===== src/hw/rtl/sts_pkg.sv =====
// Shared types, constants and helper functions of the swing trigger scheduler.
// No dependencies; used by every module of the block.
package sts_pkg;

  localparam int CHANNELS        = 12;
  localparam int GROUP_SIZE      = 6;
  localparam int SWUNG_CHANNELS  = 5;
  localparam int PROFILE_COUNT   = 8;
  localparam int DEFAULT_PROFILE = 3;
  localparam int NO_SWING_PCT    = 50;

  localparam int CH_W    = 4;
  localparam int PROF_W  = 3;
  localparam int TIME_W  = 32;
  localparam int PULSE_W = 10;
  localparam int TEMPO_W = 16;
  localparam int DIFF_W  = 6;
  localparam int PROD_W  = 22;
  localparam int MUL_W   = 23;
  localparam int DELAY_W = 16;
  localparam int ADDR_W  = 4;
  localparam int DATA_W  = 32;

  // x / 100 == (x * RECIP) >> RECIP_SHIFT for every x below 2^PROD_W
  localparam int RECIP_SHIFT = 29;
  localparam logic [MUL_W-1:0] RECIP = 23'd5368710;

  localparam logic [PULSE_W-1:0] PULSE_RESET = 10'd10;
  localparam logic [PROF_W-1:0]  PROF_RESET  = PROF_W'(DEFAULT_PROFILE % PROFILE_COUNT);

  // Register indexes (byte address / 4)
  localparam logic [1:0] REG_PULSE  = 2'd0;
  localparam logic [1:0] REG_PROF_A = 2'd1;
  localparam logic [1:0] REG_PROF_B = 2'd2;

  // Swing percent, row = profile, column = swung channel slot
  localparam logic [6:0] SWING_TABLE [8][5] = '{
    '{7'd50, 7'd50, 7'd50, 7'd50, 7'd50},
    '{7'd52, 7'd53, 7'd54, 7'd55, 7'd56},
    '{7'd55, 7'd57, 7'd59, 7'd61, 7'd63},
    '{7'd58, 7'd61, 7'd64, 7'd67, 7'd70},
    '{7'd62, 7'd65, 7'd68, 7'd71, 7'd74},
    '{7'd66, 7'd69, 7'd72, 7'd75, 7'd78},
    '{7'd70, 7'd73, 7'd76, 7'd79, 7'd82},
    '{7'd75, 7'd78, 7'd81, 7'd84, 7'd87}
  };

  typedef struct packed {
    logic [TIME_W-1:0]  now_ms;
    logic               profile_step;
    logic               clock_edge;
    logic [TIME_W-1:0]  edge_count;
    logic [TEMPO_W-1:0] beat_interval_ms;
  } in_t;

  typedef struct packed {
    logic [CHANNELS-1:0] jack_levels;
    logic [PROF_W-1:0]   profile_a_now;
    logic [PROF_W-1:0]   profile_b_now;
  } out_t;

  typedef struct packed {
    logic [TIME_W-1:0] on_time;
    logic [TIME_W-1:0] off_at;
    logic              level;
  } chan_t;

  // Swing excess over straight time, zero on even beats and unswung channels
  function automatic logic [DIFF_W-1:0] swing_diff(input logic [PROF_W-1:0] prof,
                                                  input logic [CH_W-1:0] pos,
                                                  input logic odd_beat);
    logic [CH_W-1:0] slot;
    logic [6:0]      pct;
    slot = pos - CH_W'(1);
    pct  = '0;
    if (odd_beat && pos >= CH_W'(1) && pos <= CH_W'(SWUNG_CHANNELS)) begin
      pct = SWING_TABLE[prof][slot[2:0]];
      return DIFF_W'(pct - 7'(NO_SWING_PCT));
    end
    return '0;
  endfunction

  function automatic logic [PROF_W-1:0] prof_up(input logic [PROF_W-1:0] p);
    logic [PROF_W:0] inc;
    inc = {1'b0, p} + (PROF_W+1)'(1);
    return (inc == (PROF_W+1)'(PROFILE_COUNT)) ? '0 : inc[PROF_W-1:0];
  endfunction

  function automatic logic [PROF_W-1:0] prof_down(input logic [PROF_W-1:0] p);
    return (p == '0) ? PROF_W'(PROFILE_COUNT - 1) : p - PROF_W'(1);
  endfunction

  function automatic logic [PROF_W-1:0] prof_load(input logic [PROF_W-1:0] v);
    return ({1'b0, v} < (PROF_W+1)'(PROFILE_COUNT)) ? v : PROF_RESET;
  endfunction

endpackage


===== src/hw/rtl/sts_mul_unit.sv =====
// Shared multiplier of the scheduler: tempo scaling, then divide by 100
// through a reciprocal. Depends on sts_pkg.
module sts_mul_unit import sts_pkg::*; (
  input  logic               clk,
  input  logic               en,
  input  logic               first,
  input  logic [DIFF_W-1:0]  diff,
  input  logic [TEMPO_W-1:0] tempo,
  output logic [DELAY_W-1:0] delay
);

  logic [MUL_W-1:0]   op_a;
  logic [MUL_W-1:0]   op_b;
  logic [2*MUL_W-1:0] prod_r;

  // First pass: excess percent times tempo. Second pass: scale by 1/100.
  assign op_a  = first ? MUL_W'(diff)  : MUL_W'(prod_r[PROD_W-1:0]);
  assign op_b  = first ? MUL_W'(tempo) : RECIP;
  assign delay = prod_r[RECIP_SHIFT +: DELAY_W];

  always_ff @(posedge clk) begin
    if (en) begin
      prod_r <= op_a * op_b;
    end
  end

endmodule


===== src/hw/rtl/sts_chan_unit.sv =====
// Per-channel update logic, shared by all twelve channels in turn:
// fire/release pass, or the schedule pass. Depends on sts_pkg.
module sts_chan_unit import sts_pkg::*; (
  input  logic               sched,
  input  logic               sched_en,
  input  chan_t              cur,
  input  logic [TIME_W-1:0]  now,
  input  logic [PULSE_W-1:0] pulse,
  input  logic [DELAY_W-1:0] delay,
  output chan_t              nxt
);

  logic [TIME_W-1:0] t_off;
  logic [TIME_W-1:0] t_on;
  chan_t             mid;

  assign t_off = now + TIME_W'(pulse);
  assign t_on  = now + TIME_W'(delay);

  always_comb begin
    mid = cur;
    nxt = cur;
    if (!sched) begin
      // fire a due ON time unless a pulse is still running
      if (cur.on_time != '0 && now >= cur.on_time) begin
        if (cur.off_at == '0) begin
          mid.level  = 1'b1;
          mid.off_at = t_off;
        end
        mid.on_time = '0;
      end
      // release an expired OFF time
      nxt = mid;
      if (mid.off_at != '0 && now >= mid.off_at) begin
        nxt.level  = 1'b0;
        nxt.off_at = '0;
      end
    end else if (sched_en && cur.off_at == '0 && cur.on_time == '0) begin
      if (delay == '0) begin
        nxt.level  = 1'b1;
        nxt.off_at = t_off;
      end else begin
        nxt.on_time = t_on;
      end
    end
  end

endmodule


===== src/hw/rtl/swing_trigger_scheduler.sv =====
// Swing trigger scheduler, top level; uses sts_pkg, sts_mul_unit, sts_chan_unit.
// One request at a time: in_ready is low from acceptance until the result is
// registered, which can wait on out_ready; the 12 channels are visited in turn,
// each in states EVT, MUL and SCHED, with two passes through the shared multiplier.
// Reset (rst_n low, synchronous): all slots empty, levels low, profiles 3, pulse 10 ms.
module swing_trigger_scheduler import sts_pkg::*; (
  input  logic              clk,
  input  logic              rst_n,
  // request channel
  input  logic              in_valid,
  output logic              in_ready,
  input  in_t               in_data,
  // result channel
  output logic              out_valid,
  input  logic              out_ready,
  output out_t              out_data,
  // configuration port
  input  logic              cfg_psel,
  input  logic              cfg_penable,
  input  logic              cfg_pwrite,
  input  logic [ADDR_W-1:0] cfg_paddr,
  input  logic [DATA_W-1:0] cfg_pwdata,
  output logic [DATA_W-1:0] cfg_prdata,
  output logic              cfg_pready
);

  // Per channel: EVT runs fire/release and starts the multiply, MUL scales the
  // product by 1/100, SCHED schedules the channel on a clock edge.
  typedef enum logic [2:0] {
    S_IDLE,
    S_EVT,
    S_MUL,
    S_SCHED,
    S_FIN
  } state_t;

  state_t              state_r, state_nxt;
  logic [CH_W-1:0]     ch_r, ch_nxt;
  in_t                 req_r;
  logic [PROF_W-1:0]   prof_a_r, prof_a_nxt;
  logic [PROF_W-1:0]   prof_b_r, prof_b_nxt;
  logic [PULSE_W-1:0]  pulse_r, pulse_nxt;
  logic                out_valid_r, out_valid_nxt;
  out_t                out_data_r, out_data_nxt;

  logic [TIME_W-1:0]   on_r  [CHANNELS];
  logic [TIME_W-1:0]   off_r [CHANNELS];
  logic [CHANNELS-1:0] lvl_r;

  logic                in_acc;
  logic                cfg_wr;
  logic [1:0]          cfg_idx;
  logic                grp_b;
  logic [CH_W-1:0]     ch_pos;
  logic [PROF_W-1:0]   prof_sel;
  logic [DIFF_W-1:0]   diff;
  logic [DELAY_W-1:0]  delay;
  logic                mul_en;
  logic                mul_first;
  logic                chan_we;
  chan_t               chan_cur;
  chan_t               chan_nxt;

  assign in_ready   = (state_r == S_IDLE);
  assign in_acc     = in_valid && in_ready;
  assign out_valid  = out_valid_r;
  assign out_data   = out_data_r;
  assign cfg_pready = 1'b1;
  assign cfg_idx    = cfg_paddr[3:2];
  assign cfg_wr     = cfg_psel && cfg_penable && cfg_pwrite && cfg_pready;

  // Read back the registers; unknown indexes read zero
  always_comb begin
    unique case (cfg_idx)
      REG_PULSE:  cfg_prdata = DATA_W'(pulse_r);
      REG_PROF_A: cfg_prdata = DATA_W'(prof_a_r);
      REG_PROF_B: cfg_prdata = DATA_W'(prof_b_r);
      default:    cfg_prdata = '0;
    endcase
  end

  // Channel position within its group and the group's profile
  assign grp_b    = (ch_r >= CH_W'(GROUP_SIZE));
  assign ch_pos   = grp_b ? ch_r - CH_W'(GROUP_SIZE) : ch_r;
  assign prof_sel = grp_b ? prof_b_r : prof_a_r;
  // beat = (count - 1) mod 4 is odd exactly when the count is even
  assign diff     = swing_diff(prof_sel, ch_pos, ~req_r.edge_count[0]);

  assign chan_cur = '{on_time: on_r[ch_r], off_at: off_r[ch_r], level: lvl_r[ch_r]};

  sts_mul_unit u_mul (
    .clk   (clk),
    .en    (mul_en),
    .first (mul_first),
    .diff  (diff),
    .tempo (req_r.beat_interval_ms),
    .delay (delay)
  );

  sts_chan_unit u_chan (
    .sched    (state_r == S_SCHED),
    .sched_en (req_r.clock_edge),
    .cur      (chan_cur),
    .now      (req_r.now_ms),
    .pulse    (pulse_r),
    .delay    (delay),
    .nxt      (chan_nxt)
  );

  always_comb begin
    state_nxt     = state_r;
    ch_nxt        = ch_r;
    prof_a_nxt    = prof_a_r;
    prof_b_nxt    = prof_b_r;
    pulse_nxt     = pulse_r;
    out_valid_nxt = out_valid_r;
    out_data_nxt  = out_data_r;
    mul_en        = 1'b0;
    mul_first     = 1'b0;
    chan_we       = 1'b0;

    // drop the result once taken
    if (out_valid_r && out_ready) begin
      out_valid_nxt = 1'b0;
    end

    // the user must issue configuration writes only while idle; the block does not enforce it
    if (cfg_wr) begin
      unique case (cfg_idx)
        REG_PULSE:  pulse_nxt  = cfg_pwdata[PULSE_W-1:0];
        REG_PROF_A: prof_a_nxt = prof_load(cfg_pwdata[PROF_W-1:0]);
        REG_PROF_B: prof_b_nxt = prof_load(cfg_pwdata[PROF_W-1:0]);
        default:    ;
      endcase
    end

    unique case (state_r)
      S_IDLE: begin
        if (in_acc) begin
          // step profiles before any channel is visited
          if (in_data.profile_step) begin
            prof_a_nxt = prof_up(prof_a_r);
            prof_b_nxt = prof_down(prof_b_r);
          end
          ch_nxt    = '0;
          state_nxt = S_EVT;
        end
      end
      S_EVT: begin
        chan_we   = 1'b1;
        mul_en    = 1'b1;
        mul_first = 1'b1;
        state_nxt = S_MUL;
      end
      S_MUL: begin
        mul_en    = 1'b1;
        state_nxt = S_SCHED;
      end
      S_SCHED: begin
        chan_we = 1'b1;
        if (ch_r == CH_W'(CHANNELS - 1)) begin
          state_nxt = S_FIN;
        end else begin
          ch_nxt    = ch_r + CH_W'(1);
          state_nxt = S_EVT;
        end
      end
      S_FIN: begin
        // hold until the output register is free
        if (!out_valid_r || out_ready) begin
          out_valid_nxt = 1'b1;
          out_data_nxt  = '{jack_levels: lvl_r, profile_a_now: prof_a_r,
                            profile_b_now: prof_b_r};
          state_nxt     = S_IDLE;
        end
      end
      default: state_nxt = S_IDLE;
    endcase
  end

  always_ff @(posedge clk) begin
    if (!rst_n) begin
      state_r     <= S_IDLE;
      ch_r        <= '0;
      prof_a_r    <= PROF_RESET;
      prof_b_r    <= PROF_RESET;
      pulse_r     <= PULSE_RESET;
      out_valid_r <= 1'b0;
    end else begin
      state_r     <= state_nxt;
      ch_r        <= ch_nxt;
      prof_a_r    <= prof_a_nxt;
      prof_b_r    <= prof_b_nxt;
      pulse_r     <= pulse_nxt;
      out_valid_r <= out_valid_nxt;
    end
  end

  always_ff @(posedge clk) begin
    out_data_r <= out_data_nxt;
    if (in_acc) begin
      req_r <= in_data;
    end
  end

  // Channel slots and levels: zero means no event pending
  always_ff @(posedge clk) begin
    if (!rst_n) begin
      for (int i = 0; i < CHANNELS; i++) begin
        on_r[i]  <= '0;
        off_r[i] <= '0;
      end
      lvl_r <= '0;
    end else if (chan_we) begin
      on_r[ch_r]  <= chan_nxt.on_time;
      off_r[ch_r] <= chan_nxt.off_at;
      lvl_r[ch_r] <= chan_nxt.level;
    end
  end

endmodule


===== config.mk =====
export PLATFORM = sky130hd
export DESIGN_NAME = swing_trigger_scheduler
export DESIGN_NICKNAME = d
export VERILOG_FILES = /design/src/hw/rtl/sts_pkg.sv /design/src/hw/rtl/sts_mul_unit.sv /design/src/hw/rtl/sts_chan_unit.sv /design/src/hw/rtl/swing_trigger_scheduler.sv
export SDC_FILE = /design/constraint.sdc
export NUM_CORES = 2
export LEC_CHECK = 0
export ABC_CLOCK_PERIOD_IN_PS = 10800
export BUFFER_PORTS_ARGS = -buffer_cell sky130_fd_sc_hd__buf_2
export CELL_PAD_IN_SITES_DETAIL_PLACEMENT = 1
export CELL_PAD_IN_SITES_GLOBAL_PLACEMENT = 2
export CORE_UTILIZATION = 45
export CTS_CLUSTER_SIZE = 16
export DETAILED_ROUTE_END_ITERATION = 7
export PLACE_DENSITY = 0.84
export SYNTH_ARGS = -nofsm -noshare
export SYNTH_HDL_FRONTEND = slang
export SYNTH_SLANG_ARGS = --single-unit

===== constraint.sdc =====
create_clock -name clk -period 10.8 [get_ports clk]
set_input_delay 1.62 -clock clk [delete_from_list [all_inputs] [get_ports clk]]
set_output_delay 1.62 -clock clk [all_outputs]
set_load 0.005 [all_outputs]

Word-level counts from Yosys, hierarchy flattened --
Memories as Yosys holds them, arrays and structs flattened. A register that Yosys moved wholly into a read port is not among the register bits. Cells that the tools add are included.
Word-level totals: input bits 125, ROM bits 280, memories kept 3, flip-flop bits (word level) 149, output and inout bits 53, word-level logic and storage cells 145, memory bits (writable) 768
Cells by class: add/subtract/negate cells 8, multipliers 1, equal/unequal tests 11, multiplexer cells 65, bitwise operators 3, reductions and logical operators 30, magnitude comparators 9
Memory list:
- off_r | depth 12, bits a word 32, read ports 1, clocked after Yosys merged registers in 1, write ports 12, RTL line swing_trigger_scheduler.sv:47 | logic [TIME_W-1:0] off_r [CHANNELS];
- on_r | depth 12, bits a word 32, read ports 1, clocked after Yosys merged registers in 1, write ports 12, RTL line swing_trigger_scheduler.sv:46 | logic [TIME_W-1:0] on_r [CHANNELS];
- (name not given) | depth 8, bits a word 35, read ports 1, clocked after Yosys merged registers in 0, write ports 0, RTL line sts_pkg.sv:77 | pct = SWING_TABLE[prof][slot[2:0]];
Operator list (number):
- 65-bit 2-to-1 mux | 4
- 33-bit 2-to-1 mux | 3
- 32-bit 2-to-1 mux | 3
- 35-bit 2-to-1 mux | 2
- 32-bit >= comparator | 2
- 32-bit zero test | 2
- 32-bit nonzero test | 2
- 32-bit OR reduction | 2
- 3-bit 2-to-1 mux | 16
- 22-bit by 23-bit multiplier with 45-bit output | 1
- 4-bit 2-to-1 mux | 9
- 32-bit by 10-bit adder with 32-bit output | 1
- 32-bit by 16-bit adder with 32-bit output | 1
- 10-bit one-hot mux with 3 select lines | 1
- 6-bit 2-to-1 mux | 4
- 23-bit 2-to-1 mux | 1
- 22-bit 2-to-1 mux | 1
- 7-bit binary-select mux with 3-bit select | 1
- 16-bit zero test | 1
- 1-bit 2-to-1 mux | 15
- 3-bit one-hot mux with 5 select lines | 1
- 12-bit bitwise mux | 1
- 1-bit logical AND | 11
- 4-bit equality test (second input constant) | 2
- 30 further kinds | 40

Depth between registers and ports, before layout --
depth in word-level cells 14, depth in mapped cells 39, mapped depth without buffers 39

Cells and area by module --
Synthesis repeated with hierarchy kept, for this count alone.
Second synthesis, totals: cells, all modules 5069, area, all modules 68733.4 µm²
Modules (own cells, without submodules):
- swing_trigger_scheduler | sequential area each 33592.2 µm², instances 1, cells an instance 2854, area an instance 49049.5 µm²
- sts_mul_unit | sequential area each 1141.1 µm², instances 1, cells an instance 1502, area an instance 14664.1 µm²
- sts_chan_unit | sequential area each 0.0 µm², instances 1, cells an instance 713, area an instance 5019.8 µm²

Least setup slack after synthesis --
OpenSTA, ideal clock, no wires.
path type register to register, start point reg ch_r[1], end point reg u_mul.prod_r[44] (data pin), path buffers 2, period minus slack after synthesis 9.794 ns, setup time 0.260 ns, data required time 10.540 ns, arrival 9.534 ns, setup slack 1.006 ns, cell stages (with the launch flop) 39, cell sequence dfxtp_1 clkbuf_1 nand2_1 and3_1 mux2i_1 inv_1 ha_1 or3_1 o21ai_0 mux4_2 mux2_2 ha_1 nor2_1 or2_2 clkbuf_1 o21ai_0 fa_1 inv_1 (+3 left out) inv_1 ha_1 ha_1 fa_1 inv_1 fa_1 inv_1 ha_1 a2111oi_0 o21ai_0 a21oi_1 o21ai_0 o311ai_0 a31oi_1 nor2b_1 a211o_1 a21oi_1 xnor2_1
On the way: word-level cells in the longest chain between the ends 14, elaborated cells between the ends (all ways) 23, those cells by class add/sub: 3; mul: 1; order compare: 3; mux: 11; bitwise: 2; reduce/logical: 2; memory: 1
Ends and longest elaborated chain:
- start, declared | RTL line swing_trigger_scheduler.sv:38 | logic [CH_W-1:0] ch_r, ch_nxt;
- start signal, assigned | RTL line swing_trigger_scheduler.sv:191 | ch_r <= ch_nxt;
- 4-bit by 3-bit >= comparator with 1-bit output | RTL line swing_trigger_scheduler.sv:83 | assign grp_b = (ch_r >= CH_W'(GROUP_SIZE));
- 3-bit 2-to-1 mux | RTL line swing_trigger_scheduler.sv:85 | assign prof_sel = grp_b ? prof_b_r : prof_a_r;
- 3-bit inverter with 4-bit output (not written as such) | RTL line sts_pkg.sv:77
- memory 8 x 35 bit
- 35-bit 2-to-1 mux (not written as such) (2 in series) | RTL line sts_pkg.sv:77
- 7-bit binary-select mux with 3-bit select | RTL line sts_pkg.sv:77
- 6-bit 2-to-1 mux (not written as such) (2 in series) | RTL line sts_pkg.sv:77
- 6-bit subtractor | RTL line sts_pkg.sv:78 | return DIFF_W'(pct - 7'(NO_SWING_PCT));
- 6-bit 2-to-1 mux | RTL line sts_pkg.sv:76 | if (odd_beat && pos >= CH_W'(1) && pos <= CH_W'(SWUNG_CHANNELS)) begin
- 6-bit 2-to-1 mux * | RTL line sts_pkg.sv:80 | return '0;
- 22-bit 2-to-1 mux * | RTL line sts_mul_unit.sv:17 | assign op_a = first ? MUL_W'(diff) : MUL_W'(prod_r[PROD_W-1:0]);
- 22-bit by 23-bit multiplier with 45-bit output * | RTL line sts_mul_unit.sv:23 | prod_r <= op_a * op_b;
- end signal, assigned | RTL line sts_mul_unit.sv:23
- end, declared | RTL line sts_mul_unit.sv:14 | logic [2*MUL_W-1:0] prod_r;
Mark *: on every way between the ends. The rest lies on a longest branch, timed or not. The select of a mux whose other input is x is not followed. A chain may end at the register's enable or synchronous reset.

Worst setup path after layout --
start point reg ch_r[1], end point reg u_mul.prod_r[40] (data pin)
The elaborated chain is that of the path after synthesis.

==> metrics.log <==
[metrics] outcome: finished clean
[metrics] sequential-to-total area share from yosys stat: 52.19%
[metrics] Setup crit end kind: flop
[metrics] pin slew with the least headroom to its limit: 1.257 ns
[metrics] Async SR Flop Fraction: 0%
[metrics] overall track demand over capacity in global routing: between 20% and 30%
[metrics] max-capacitance violation count: 0
[metrics] largest stage delay on the critical path: ~0.57 ns
[metrics] layout net count: 6004
[metrics] via count of the first global-routing pass: 47710
[metrics] number of buffers created by CTS: 130
[metrics] Yosys warning total: 0
[metrics] TritonCTS Sinks: 1170
[metrics] global placement routability congestion: around 0.90
[metrics] number of top-level pins: between 150 and 200
[metrics] Cell Area, Synth: 66550 µm²
[metrics] data arrival time of the critical path: 10.86 ns
[metrics] final critical path time including I/O delays and setup: just over 10 ns
[metrics] count of fill cells added during filler insertion: 14760
[metrics] largest fanout on the critical path: 7
[metrics] Clock Skew: ~0.041 ns
[metrics] Post-synth EDFFs: 1130
[metrics] routed length per instance: 29.55 µm
[metrics] Critical-path top delay cell: fa_1
[metrics] fraction of final layout cells sized beyond drive strength 1: 15.08%
[metrics] total overflow reported by the global router: 0
[metrics] number of pins exceeding their max-slew limit in the final report: 0
[metrics] Placement Rows: 140
[metrics] antenna viol nets, final: 0
[metrics] dominant synthesized flop cell: edfxtp_1
[metrics] Core Area: 146300 µm²
[metrics] library cell used as clock root buffer: clkbuf_16
[metrics] Clock Pin Slew Worst Setup and Hold Paths: 0.06 ns
[metrics] wire length of the first global-routing pass: 315.1 mm
[metrics] largest net degree at the start of global routing: 122
[metrics] Max transition margin: between 15 and 20%
[metrics] Seq cells post-synth: 1170
[metrics] worst slack on hold paths: around 0.52 ns
[metrics] die extent in x: ~390 µm
[metrics] kind of start point of the critical path: flop
[metrics] placement-stage cell area: 69780 µm²
[metrics] Longest Clk Path Bufs: 3
[metrics] area overhead of the layout relative to synthesis: 11.00%
[metrics] Die Y-Extent: 386.6 µm
[metrics] floorplan die area: 149400 µm²
[metrics] via count: 44450
[metrics] level count of the clock H-tree: 4
[metrics] final routed DRC violation total: 0
[metrics] dpl hpwl: 139.5 mm
[metrics] Routed WL: 214.6 mm
[metrics] # setup viols final: 0
[metrics] fin area: approximately 74000 µm²
[metrics] Worst Hold Class: flop to flop
[metrics] number of distinct library cells after synthesis: 79
[metrics] number of inserted diodes: 0
[metrics] final clock period utilization by the worst path: 95.84%
[metrics] number of standard cells after synthesis: 5124
[metrics] initial detailed-routing violation count: 4202
[metrics] starting utilization of the core area: between 40% and 50%
[metrics] mean instance size in the synthesized netlist: 12.99 µm²
[metrics] path type of the worst setup path: flop to flop
[metrics] final hold violations: 0
[metrics] antenna violations before repair: 9
[metrics] length of the first detailed-routing pass in iterations: 6
[metrics] CTS tree: yes
[metrics] maximum clock rate: 96.61 MHz
[metrics] unrepaired setup endpoints after global routing: false
[metrics] mean number of vias per cell: 6.121
[metrics] final total negative setup slack: 0 ns
[metrics] port bufs: 99
[metrics] clock network latency to the later pin of the worst-skew pair: approximately 0.80 ns
[metrics] required time worst endpoint: 11.31 ns
[metrics] crit-path most repeated cell: fa_1
[cells in the mapped netlist (25+ instances only)]
cell type / instances / area share (%)
nor3_2: 63 / 0.95
a21oi_1: 219 / 1.6
mux4_2: 264 / 8.9
and2_1: 51 / 0.48
xor2_1: 45 / 0.59
o21ai_0: 84 / 0.63
nand4_1: 27 / 0.25
nor3_1: 288 / 2.2
inv_1: 514 / 2.9
a22oi_1: 79 / 0.89
a21o_1: 30 / 0.34
edfxtp_1: 1130 / 51
fa_1: 333 / 10
buf_2: 67 / 0.50
nor2_1: 543 / 3.1
nand2_1: 250 / 1.4
buf_4: 30 / 0.34
buf_1: 25 / 0.14
dfxtp_1: 40 / 1.2
clkbuf_1: 245 / 1.4
nand3_1: 74 / 0.56
ha_1: 297 / 5.6
xnor2_1: 56 / 0.74
[worst paths after layout]
check | start | to | slack [ns] | cells after the start
setup / recovery | ch_r[1] | u_mul.prod_r[40] | 0.45 | 38
hold / removal | prof_b_r[2] | out_data[2] | 0.52 | 0
setup reg to reg | ch_r[1] | u_mul.prod_r[40] | 0.45 | 38
hold reg to reg | prof_b_r[2] | out_data[2] | 0.52 | 0
[flip-flops by register name (all words and copies together), names as in the netlist, named ones only]
signal / flops
out_data: 18
off_r: 512
lvl_r: 12
prof_a_r: 3
ch_r: 4
state_r: 3
u_mul.prod_r: 38
req_r: 50
pulse_r: 10
prof_b_r: 3
on_r: 512
out_valid: 1
[layout by cell type, fill, tap and decap left out, types with 79 or more instances in the layout]
| cell type | Yosys | final |
|---|---|---|
| buf_2 | 67 | 98 |
| clkbuf_16 | 0 | 131 |
| nand2_1 | 250 | 239 |
| buf_4 | 30 | 123 |
| a21oi_1 | 219 | 219 |
| edfxtp_1 | 1130 | 1130 |
| o21ai_0 | 84 | 83 |
| ha_1 | 297 | 297 |
| a22oi_1 | 79 | 79 |
| fa_1 | 333 | 333 |
| conb_1 | 2 | 135 |
| nor3_1 | 288 | 286 |
| inv_1 | 514 | 513 |
| nor2_1 | 543 | 538 |
| mux4_2 | 264 | 264 |
[critical path: cells and delay by family (launching register included)]
family | cells | cell delay [ns]
buf+inv | 8 | 1.01
simple gates | 4 | 0.76
xor+xnor | 2 | 0.34
flops | 1 | 0.32
mux | 3 | 1.22
compound gates | 10 | 1.71
fa+ha+maj | 11 | 4.70
[timing repair]
| item | CTS | global route |
|---|---|---|
| hold buffers | 0 | 0 |
| endpoints found under the setup margin | 0 | 9 |
| gates resized for setup | 0 | 6 |
| buffers inserted | 0 | 1 |
| hold endpoints to repair | 0 | 0 |
[routing by layer]
layer / up-vias / global-route usage (%) / part of all wire (%)
li1: 18590 / - / -
met1: 23160 / 36.08 / 37
met2: 2144 / 49.51 / 50
met3: 537 / 5.209 / 8.4
met4: 12 / 11.05 / 4.2
met5: - / 0 / 0.030
[through the flow]
stage	util, %	instances	setup WS (ns)
after floorplan	-	5257	1.006
final	50.51	7261	0.4492
after global placement	47.71	7033	0.4669
after CTS	50.49	7260	0.2330
after global routing	50.51	7261	0.02560
after detailed placement	47.71	7033	0.3133
[cell type report]
class	count	area, µm²	share of cell area (%)
sequential	1170	34740	47.03
clock inverter	65	658.1	0.8909
timing repair buffer	230	1594	2.158
tap	1917	2399	3.247
clock buffer	162	3405	4.609
multi-input combinational	3199	29130	39.43
inverter	518	1944	2.632
[kinds of logic after synthesis]
logic type / Yosys count / share of synthesized area [%]
flip-flops: 1170 / 52.19
other: 2 / 0.01128
AO/OA/AOI/OAI: 624 / 6.078
AND/OR/NAND/NOR: 1426 / 10.23
adder cells (fa/ha/maj): 630 / 15.60
buffers and inverters: 888 / 5.337
XOR/XNOR: 101 / 1.329
multiplexers: 283 / 9.229
Power is left out: the tool's default activity adds up to more than one toggle a clock period on the data nets, which glitch-free logic cannot reach.
